<file path="src/hdl/af2f_pkg.sv">
`timescale 1ns / 1ps
// ----------------------------------------------------------------------------
// af2f_pkg: shared types and constants
// Format codes, status codes, header positions and the result record.
// ----------------------------------------------------------------------------
package af2f_pkg;

   typedef enum logic [2:0] {
      FMT_INT16   = 3'd0,
      FMT_INT24   = 3'd1,
      FMT_INT32   = 3'd2,
      FMT_FLOAT32 = 3'd3,
      FMT_UNKNOWN = 3'd4
   } fmt_type;

   typedef enum logic [1:0] {
      STAT_OK       = 2'd0,
      STAT_SHORT    = 2'd1,
      STAT_UNSUPP   = 2'd2,
      STAT_NOSAMPLE = 2'd3
   } status_type;

   localparam int HeaderBytes = 32;
   localparam logic [5:0] FmtPos   = 6'd11;
   localparam logic [5:0] CountPos = 6'd23;

   // Result of the conversion stage towards the output register.
   typedef struct packed {
      logic [31:0] bits;
      logic        valid;
      logic        done;
      logic [1:0]  status;
   } result_type;

endpackage

</file>
<file path="src/hdl/af2f_conv.sv">
`timescale 1ns / 1ps
// ----------------------------------------------------------------------------
// af2f_conv: integer sample to float32 converter
// Combinational conversion of a 16, 24 or 32 bit two's-complement sample,
// scaled by 2^-(width-1), with round to nearest even; float32 passes through.
// ----------------------------------------------------------------------------
module af2f_conv
   import af2f_pkg::*;
(
   input  fmt_type     fmt,
   input  logic [31:0] raw,
   output logic [31:0] bits
);

   logic [31:0] sext;
   logic        neg;
   logic [31:0] mag;
   logic [4:0]  lead;
   logic [31:0] norm;
   logic [24:0] mant;
   logic        rnd;
   logic [7:0]  expo;
   logic [7:0]  frac;
   logic        found;

   always_comb begin
      // Sign-extend according to the sample width.
      case (fmt)
         FMT_INT16: sext = {{16{raw[15]}}, raw[15:0]};
         FMT_INT24: sext = {{8{raw[23]}}, raw[23:0]};
         default:   sext = raw;
      endcase
      case (fmt)
         FMT_INT16: frac = 8'd15;
         FMT_INT24: frac = 8'd23;
         default:   frac = 8'd31;
      endcase
      neg = sext[31];
      mag = neg ? (~sext + 32'd1) : sext;

      // Leading one search (priority encoder).
      lead  = 5'd0;
      found = 1'b0;
      for (int i = 31; i >= 0; i--) begin
         if (!found && mag[i]) begin
            lead  = 5'(i);
            found = 1'b1;
         end
      end

      // Normalise so the leading one sits at bit 31, then round to 24 bits.
      norm = mag << (5'd31 - lead);
      rnd  = norm[7] && (norm[8] || (norm[6:0] != 7'd0));
      mant = {1'b0, norm[31:8]} + {24'd0, rnd};
      expo = 8'd127 + {3'd0, lead} - frac + {7'd0, mant[24]};

      if (fmt == FMT_FLOAT32) begin
         bits = raw;
      end else if (!found) begin
         bits = 32'd0;
      end else begin
         bits = {neg, expo, mant[24] ? mant[23:1] : mant[22:0]};
      end
   end

endmodule

</file>
<file path="src/hdl/af2f_parse.sv">
`timescale 1ns / 1ps
// ----------------------------------------------------------------------------
// af2f_parse: frame header parser and sample assembler
// Tracks the header, keeps format and count, builds payload samples and
// produces one combinational result per sample within the count or frame end.
// ----------------------------------------------------------------------------
module af2f_parse
   import af2f_pkg::*;
(
   input  logic        clock,
   input  logic        reset,
   input  logic        take,
   input  logic [7:0]  byte_in,
   input  logic        end_in,
   output logic        emit,
   output result_type  res
);

   logic [5:0]  hpos_ff, hpos_in;
   logic [31:0] hword_ff, hword_in;
   fmt_type     fmt_ff, fmt_in;
   logic [31:0] count_ff, count_in;
   logic [31:0] emitted_ff, emitted_in;
   logic [31:0] asm_ff, asm_in;
   logic [2:0]  gath_ff, gath_in;

   logic        in_header;
   logic        supported;
   logic [2:0]  width;
   logic [31:0] asm_next;
   logic [2:0]  gath_next;
   logic [31:0] conv_bits;

   assign in_header = hpos_ff < 6'(HeaderBytes);
   assign supported = (fmt_ff != FMT_UNKNOWN) && (count_ff != 32'd0) && !count_ff[31];

   always_comb begin
      case (fmt_ff)
         FMT_INT16: width = 3'd2;
         FMT_INT24: width = 3'd3;
         default:   width = 3'd4;
      endcase
   end

   assign asm_next  = asm_ff | ({24'd0, byte_in} << {gath_ff[1:0], 3'b000});
   assign gath_next = gath_ff + 3'd1;

   af2f_conv u_conv (
      .fmt  (fmt_ff),
      .raw  (asm_next),
      .bits (conv_bits)
   );

   // Next-state and result logic for one request.
   always_comb begin
      hpos_in    = hpos_ff;
      hword_in   = hword_ff;
      fmt_in     = fmt_ff;
      count_in   = count_ff;
      emitted_in = emitted_ff;
      asm_in     = asm_ff;
      gath_in    = gath_ff;
      res        = '0;

      if (in_header) begin
         hword_in = {byte_in, hword_ff[31:8]};
         if (hpos_ff == FmtPos) begin
            fmt_in = (hword_in <= 32'd3) ? fmt_type'(hword_in[2:0]) : FMT_UNKNOWN;
         end
         if (hpos_ff == CountPos) begin
            count_in = hword_in;
         end
         hpos_in = hpos_ff + 6'd1;
      end else if (supported) begin
         asm_in  = asm_next;
         gath_in = gath_next;
         if (gath_next >= width) begin
            if (emitted_ff < count_ff) begin
               res.bits   = conv_bits;
               res.valid  = 1'b1;
               emitted_in = emitted_ff + 32'd1;
            end
            asm_in  = 32'd0;
            gath_in = 3'd0;
         end
      end

      // The status sees the header position after this request's byte.
      if (end_in) begin
         res.done = 1'b1;
         if (hpos_in < 6'(HeaderBytes)) begin
            res.status = STAT_SHORT;
         end else if (!supported) begin
            res.status = STAT_UNSUPP;
         end else if (emitted_in == 32'd0) begin
            res.status = STAT_NOSAMPLE;
         end else begin
            res.status = STAT_OK;
         end
         hpos_in    = '0;
         hword_in   = '0;
         fmt_in     = FMT_INT16;
         count_in   = '0;
         emitted_in = '0;
         asm_in     = '0;
         gath_in    = '0;
      end
   end

   assign emit = take && (res.valid || res.done);

   // Frame state registers.
   always_ff @(posedge clock) begin
      if (reset) begin
         hpos_ff    <= '0;
         hword_ff   <= '0;
         fmt_ff     <= FMT_INT16;
         count_ff   <= '0;
         emitted_ff <= '0;
         asm_ff     <= '0;
         gath_ff    <= '0;
      end else if (take) begin
         hpos_ff    <= hpos_in;
         hword_ff   <= hword_in;
         fmt_ff     <= fmt_in;
         count_ff   <= count_in;
         emitted_ff <= emitted_in;
         asm_ff     <= asm_in;
         gath_ff    <= gath_in;
      end
   end

endmodule

</file>
<file path="src/hdl/audio_frame_to_float32_top.sv">
`timescale 1ns / 1ps
// ----------------------------------------------------------------------------
// audio_frame_to_float32_top: audio frame to float32 sample converter
// Usage:
//  - The req_ channel carries one frame byte per request, with frame_end on
//    the last byte. The first 32 bytes are the header (format, count).
//  - The rsp_ channel carries one result per sample within the count, and
//    one on the frame's last byte, with frame_done and frame_status.
//  - The request's state update and float conversion are combinational,
//    and the result is registered in the cycle after the handshake.
//  - One byte is taken per cycle while req_stall is low; the single result
//    register is refilled in the same cycle it is taken.
//  - While rsp_stall holds a waiting result, req_stall is raised and every
//    request waits, whether or not it would give a result; nothing is lost.
//  - Reset (synchronous) clears the header position, counters and the
//    result valid flag; the block then expects a new frame header.
// ----------------------------------------------------------------------------
module audio_frame_to_float32_top
   import af2f_pkg::*;
(
   input  logic        clock,
   input  logic        reset,
   input  logic        req_valid,
   output logic        req_stall,
   input  logic [7:0]  req_byte_value,
   input  logic        req_frame_end,
   output logic        rsp_valid,
   input  logic        rsp_stall,
   output logic [31:0] rsp_sample_bits,
   output logic        rsp_sample_valid,
   output logic        rsp_frame_done,
   output logic [1:0]  rsp_frame_status
);

   logic       take;
   logic       emit;
   result_type res;
   result_type out_ff;
   logic       valid_ff;

   // Stall input only while a result waits and the receiver stalls.
   assign req_stall = valid_ff && rsp_stall;
   assign take      = req_valid && !req_stall;

   af2f_parse u_parse (
      .clock   (clock),
      .reset   (reset),
      .take    (take),
      .byte_in (req_byte_value),
      .end_in  (req_frame_end),
      .emit    (emit),
      .res     (res)
   );

   // Result register.
   always_ff @(posedge clock) begin
      if (reset) begin
         valid_ff <= 1'b0;
      end else if (!valid_ff || !rsp_stall) begin
         valid_ff <= emit;
      end
   end

   always_ff @(posedge clock) begin
      if (emit) begin
         out_ff <= res;
      end
   end

   assign rsp_valid        = valid_ff;
   assign rsp_sample_bits  = out_ff.bits;
   assign rsp_sample_valid = out_ff.valid;
   assign rsp_frame_done   = out_ff.done;
   assign rsp_frame_status = out_ff.status;

endmodule

</file>
<file path="config.mk">
export PLATFORM = sky130hd
export DESIGN_NAME = audio_frame_to_float32_top
export DESIGN_NICKNAME = d
export VERILOG_FILES = /design/src/hdl/af2f_pkg.sv /design/src/hdl/af2f_conv.sv /design/src/hdl/af2f_parse.sv /design/src/hdl/audio_frame_to_float32_top.sv
export SDC_FILE = /design/constraint.sdc
export NUM_CORES = 1
export LEC_CHECK = 0
export BUFFER_PORTS_ARGS = -buffer_cell sky130_fd_sc_hd__buf_4
export CAP_MARGIN = 5
export CORE_MARGIN = 5
export CORE_UTILIZATION = 31
export DETAILED_ROUTE_END_ITERATION = 8
export PLACE_DENSITY = 0.55
export SYNTH_ARGS = -nofsm -noshare
export SYNTH_HDL_FRONTEND = slang
export SYNTH_SLANG_ARGS = --single-unit
</file>
<file path="constraint.sdc">
create_clock -name clock -period 21.2 [get_ports clock]
set_clock_uncertainty 0.15 [all_clocks]
set_input_delay 4.24 -clock clock [delete_from_list [all_inputs] [get_ports clock]]
set_output_delay 4.24 -clock clock [all_outputs]
set_load 0.1 [all_outputs]
</file>
# After elaboration in Yosys (flattened, before gate mapping)
# Index checks and enable logic that the tools add are counted.
# word_totals
out_inout_bits,38
reg_bits,177
elab_cells,233
inputBits,13
# op_classes
n_addsub,9
muxes,103
n_shift,2
n_eq_ne,6
n_reduce_logical,89
bitwise_logic,6
order_cmp,5
# ops
operator,n
$mux W32,17
$mux W5,32
$add A32 B1 Y32 const B,2
$pmux W32 S2,1
$logic_and A1 B1 Y1,37
$mux W1,36
$logic_not A1 Y1,35
$le A32 B2 Y1 const B,1
$logic_not A32 Y1,1
$lt A32 B32 Y1,1
$not A32 Y32,1
$or A32 B32 Y32,1
$reduce_bool A32 Y1,1
$shl A32 B5 Y32,1
$shl A8 B5 Y32,1
$mux W3,9
$add A24 B1 Y25,1
$mux W23,1
$lt A6 B6 Y1 const B,2
$mux W6,2
$pmux W5 S2,1
$reduce_and A3 Y1,3
$add A7 B5 Y8 const A,1
$add A8 B1 Y8,1
21 further kinds,31

# Depth between registers and ports, before layout
# depth
ltp_word,109
ltp_mapped,37
ltp_nobuf,29

# Cells and area by module
# Synthesis repeated with hierarchy kept, for this count alone.
# hier_totals
hier_cells,1896
area_unflattened_um2,14387.5
# modules_own_cells
module,cells_each,seq_area_each_um2,n_inst,area_each_um2
af2f_parse,1002,2642.5,1,7743.7
af2f_conv,853,0.0,1,5516.5
audio_frame_to_float32_top,41,1101.1,1,1127.3

# Least setup slack after synthesis
# Ideal clock, no wire load.
# synth_path
path_type,input -> register
from,input req_byte_value[0]
to,"register out_ff, in the netlist rsp_sample_bits[27] (data pin)"
arrival_time_ns,10.527
required_time_ns,20.784
setup_slack_ns,10.257
setup_ns,0.266
cell_stages,33
path_buffers,8
path_cell_list,buf_6 > a21oi_1 > ha_1 > and3_1 > buf_2 > and4_4 > buf_6 > a21oi_1 > or4b_4 > a211oi_4 > nand4_4 > o41ai_2 > o21ai_1 > buf_6 > buf_6 > buf_6 > buf_6 > a221oi_1 > a31oi_1 > a211oi_1 > ha_1 > nand4_1 > or3_1 > buf_4 > nor4_4 > nand3_1 > inv_1 > ha_1 > ha_1 > a31oi_1 > xnor2_1 > a21oi_1 > nor2_1
# synth_between
elab_chain_len,109
elab_cells_between_ends,143
cone_classes,add/sub (6); shift (2); mux (68); bitwise (2); reduce/logical (65)
# synth_lines
element,line_no,text
"start, declared",audio_frame_to_float32_top.sv:25,"input logic [7:0] req_byte_value,"
$shl A8 B5 Y32 *,af2f_parse.sv:45,"assign asm_next = asm_ff | ({24'd0, byte_in} << {gath_ff[1:0], 3'b000});"
$or A32 B32 Y32 *,af2f_parse.sv:45,
$pmux W32 S2 *,af2f_conv.sv:28,case (fmt)
$not A32 Y32,af2f_conv.sv:39,mag = neg ? (~sext + 32'd1) : sext;
$add A32 B1 Y32,af2f_conv.sv:39,
$mux W32 *,af2f_conv.sv:39,
$mux W1,af2f_conv.sv:45,if (!found && mag[i]) begin
$logic_not A1 Y1,af2f_conv.sv:45,
[93 not listed],-,
$shl A32 B5 Y32,af2f_conv.sv:52,norm = mag << (5'd31 - lead);
$reduce_bool A7 Y1,af2f_conv.sv:53,rnd = norm[7] && (norm[8] || (norm[6:0] != 7'd0));
$logic_or A1 B1 Y1,af2f_conv.sv:53,
$logic_and A1 B1 Y1,af2f_conv.sv:53,
$add A24 B1 Y25,af2f_conv.sv:54,"mant = {1'b0, norm[31:8]} + {24'd0, rnd};"
$add A8 B1 Y8,af2f_conv.sv:55,"expo = 8'd127 + {3'd0, lead} - frac + {7'd0, mant[24]};"
$mux W32 *,af2f_conv.sv:59,end else if (!found) begin
$mux W32 *,af2f_conv.sv:57,if (fmt == FMT_FLOAT32) begin
"end signal, assigned",audio_frame_to_float32_top.sv:66,out_ff <= res;
"end, declared",audio_frame_to_float32_top.sv:38,result_type out_ff;
# Mark *: on every way between the ends. The rest lies on a longest branch, timed or not.
# A chain may end at the register's enable or synchronous reset.

# Final worst setup path
# layout_path
from,input req_byte_value[7]
to,"register out_ff, in the netlist rsp_sample_bits[27] (data pin)"
# The elaborated chain is that of the path after synthesis.

==> results.yml <==
run_status:
  status: "complete, no violations"
timing:
  fin_crit_ns: 11.85
  timing.fmax_ghz: 0.0844
  relSlewSlack_pct: 26.2
  hold_viol: 0
  period_share_pct: 55.9
  worst_pin_slew_ns: 1.11
  report.final.setup_viol: 0
  setup_tns_ns: 0
  rsz0062_at_grt: "false"
  drv_slew: 0
  hold_slack_ns: 0.350
synth:
  synth.avg_cell_area_um2: 7.96
  postSynthCellCount: 1722
  syn_area_mm2: 0.0137
  ys_seq_elements: 169
  synth_flop_cell: "dfxtp_1"
  synth-edff-count: 36
  synth_top_cell_by_area: "dfxtp_1"
  yosysWarnings: 0
  ys_seq_area_share_pct: 27.3
  synth_area_leaders: "dfxtp_1 (19%), edfxtp_1 (7.9%), nor2_1 (6.2%)"
  synth_top_area_share_pct: 19.4
  syn_nets: 1778
  ys_async_sr_fraction_pct: 0
  synth_cell_types: 120
floorplanning:
  io-pin-count: 51
  die_h_um: 220
  dieWidth_um: 220
  die-area_mm2: 0.0485
  initial_core_util_pct: 31.2
  core_region_area_mm2: 0.0439
  rows: 77
cts:
  hold_buffers: 0
  postCtsSetupRepairBufs: 0
  cts.sinks: 169
  cts_resized: 0
  cts_tree: "built"
  cts.reportedPaths.clkPinSlew_ns: 0.07
  cts-buffers-inserted: 17
  ctsHtreeMaxLevel: 4
  clock_latency_ns: 0.43
  max-clock-path-buffers: 2
  cts-root-buf: "clkbuf_16"
layout:
  fin_cells: 2317
  syn_to_final_growth_pct: 10.5
  final.fill_count: 4661
  design_area_mm2: 0.0151
  nNetsFinal: 1767
  drive_gt1_share_pct: 12.9
routing:
  dr.first_iter.drc_count: 1826
  viasPerCell: 6.09
  drc: 0
  wl_per_cell_um: 22.5
  postRouteAntennaNets: 0
  totalWireLength_mm: 52.2
  dr.pass1.iters: 5
  dr_total_vias: 14100
place:
  dp_hpwl_mm: 38.9
  place_inst: 2284
  gp_congestion: 0.950
  io_buffer_count: 50
  placed_cell_area_mm2: 0.0145
pwr:
  power.density_mw_per_mm2: 51.1
  p_leak_nw: 5.47
  max-vdd-ir-drop_mv: 0.0504
worst_hold_path:
  hold_class: "register to register"
worst_setup_path:
  arrival_ns: 11.88
  rr_worst_depth: 26
  worst-path-max-fanout: 26
  r2r_setup_slack_ns: 12.72
  r2r-start: "u_parse.gath_ff[1]$_SDFFE_PP0P_"
  cp-start-kind: "input port"
  worst_ep_required_time_ns: 21.22
  critPathCapture: "rsp_sample_bits[27]$_SDFFCE_PP0P_"
  worstSetupEndpointType: "register"
  crit_type: "input port to register"
  worstReg2RegEnd: "rsp_sample_bits[27]$_SDFFCE_PP0P_"
  startpoint: "req_byte_value[7]"
run:
  maxCapViolCount: 0
global_routing:
  grt_first_pass_wirelength_mm: 79.7
  grt_max_degree: 101
  grt_pass1_vias: 12900
  track_usage_pct: 20.9
  antenna_found_initial: 1
  grt_overflow_total: 0
## state kept, by name, summed over array words and instances (netlist names)
signal and count:
u_parse.gath_ff 3, u_parse.emitted_ff 32, rsp_sample_bits 32, rsp_frame_status 2
rsp_frame_done 1, u_parse.fmt_ff 3, rsp_sample_valid 1, rsp_valid 1
u_parse.count_ff 32, u_parse.hpos_ff 6, u_parse.hword_ff 24, u_parse.asm_ff 32
## cells by family after synthesis
family,share of synthesized area [%]
AOI/OAI and AO/OA,28.0
xor gates and xnor gates,4.01
adders and majority gates,3.93
buffers and inverters,5.74
DFF,27.3
muxes,6.67
and+or+nand+nor,24.3
## report_power, final
part / internal [mW] / switching, mW / total [mW]
clock network: 0.188 / 0.136 / 0.324
logic: 0.0321 / 0.0836 / 0.116
registers: 0.331 / 0.00239 / 0.334
## area by class of cell
class / count / area [um2] / share of cell area (%)
well taps: 592 / 741 / 4.89
repair buffers: 82 / 616 / 4.06
clock inverters: 12 / 135 / 0.892
inverters: 57 / 226 / 1.50
clock buffers: 20 / 478 / 3.16
multi-input cells: 1384 / 9200 / 60.8
diodes: 1 / 2.50 / 0.0165
flip-flops and latches: 169 / 3740 / 24.7
## cells in the mapped netlist (7+ instances only)
library cell  instances
nand2_1              97
nand3_1              42
edfxtp_1             36
a32oi_1               7
and3_1               18
mux2i_1              58
buf_4                13
xnor2_1              32
a21o_1               28
nor4_1               29
and2_1               11
a211oi_1             18
a22oi_1              80
or2_2                15
a221oi_1              7
nor3_1               72
o22ai_1              19
nor2b_1              10
buf_6                 8
o2111ai_1             7
o21ai_1               7
inv_1                51
mux2_2               12
clkbuf_1             66
buf_2                20
xor2_1               27
or3_1                12
ha_1                 43
a21oi_1             151
o211ai_1             13
a31oi_1              32
nor2_1              228
nand4_1              34
nand2b_1             12
o21ai_0              69
dfxtp_1             133
a31o_2               12
or4_1                 8
## critical path: stages
cell     delay (ns)
buf_4          0.16
a31oi_1        0.52
nor2_1         0.22
a21oi_2        0.85
a21oi_1        0.11
xnor2_1        0.72
nor2_1         0.13
o211a_1        0.18
o31a_1         0.30
o31a_4         0.40
nor2_8         0.41
inv_2          0.37
mux2i_1        0.42
mux2i_1        0.22
nor2_1         0.14
ha_1           0.23
nand4_1        0.11
or3_1          0.49
nor4_4         0.46
nand3_1        0.21
inv_1          0.10
ha_1           0.19
ha_1           0.20
a31oi_1        0.12
xnor2_1        0.15
a21oi_1        0.17
nor2_1         0.05
## cell usage in the layout (no fill, tap or decap), drive strengths merged, types with 8 or more instances in the layout
cell     count
a21oi      155
a21o        29
clkbuf      20
ha          43
nor2b       10
a31oi       33
or3         12
xor2        28
nand4       35
a31o        12
o22ai       19
nand2       98
xnor2       33
mux2i       60
o211ai      14
nand3       43
nand2b      12
a22oi       82
or4          8
dfxtp      133
nor3        74
a221oi       9
nor2       230
mux2        17
or2         22
a2111oi      9
and3        18
nor4        34
buf         82
o21ai       77
inv         58
a211oi      21
edfxtp      36
and2        12
## stage by stage
stage	setup slack, ns	total power [mW]	util [%]
after floorplan	10.26	0.423	-
after global placement	9.23	0.455	33.1
after detailed placement	9.08	0.455	33.1
after CTS	9.49	0.778	34.5
after global routing	8.93	0.801	34.5
final	9.35	0.773	34.5
## layer usage
metal  track usage (%)  up-vias  share of wire, %  wire (um)
li1                  -     6492                 -          -
met1              31.8     6869                47      24700
met2              29.8      680                41      21500
met3              4.54       79               9.2       4820
met4              5.26        2               2.2       1160
met5                 0        -             0.025         13
## worst min path at each step
stage                                          from                              end  slack [ns]  depth (start not counted)
finish              u_parse.hpos_ff[0]$_SDFFE_PP0P_  u_parse.hpos_ff[0]$_SDFFE_PP0P_        0.35                          1
global route        u_parse.hpos_ff[0]$_SDFFE_PP0P_  u_parse.hpos_ff[0]$_SDFFE_PP0P_        0.37                          1
CTS                 u_parse.gath_ff[2]$_SDFFE_PP0P_  u_parse.gath_ff[2]$_SDFFE_PP0P_        0.35                          2
detailed placement  u_parse.gath_ff[2]$_SDFFE_PP0P_  u_parse.gath_ff[2]$_SDFFE_PP0P_        0.34                          2
global placement    u_parse.hpos_ff[0]$_SDFFE_PP0P_  u_parse.hpos_ff[0]$_SDFFE_PP0P_        0.33                          1
floorplan           u_parse.hpos_ff[0]$_SDFFE_PP0P_  u_parse.hpos_ff[0]$_SDFFE_PP0P_        0.31                          1
Power figures use the tool's default switching activity.
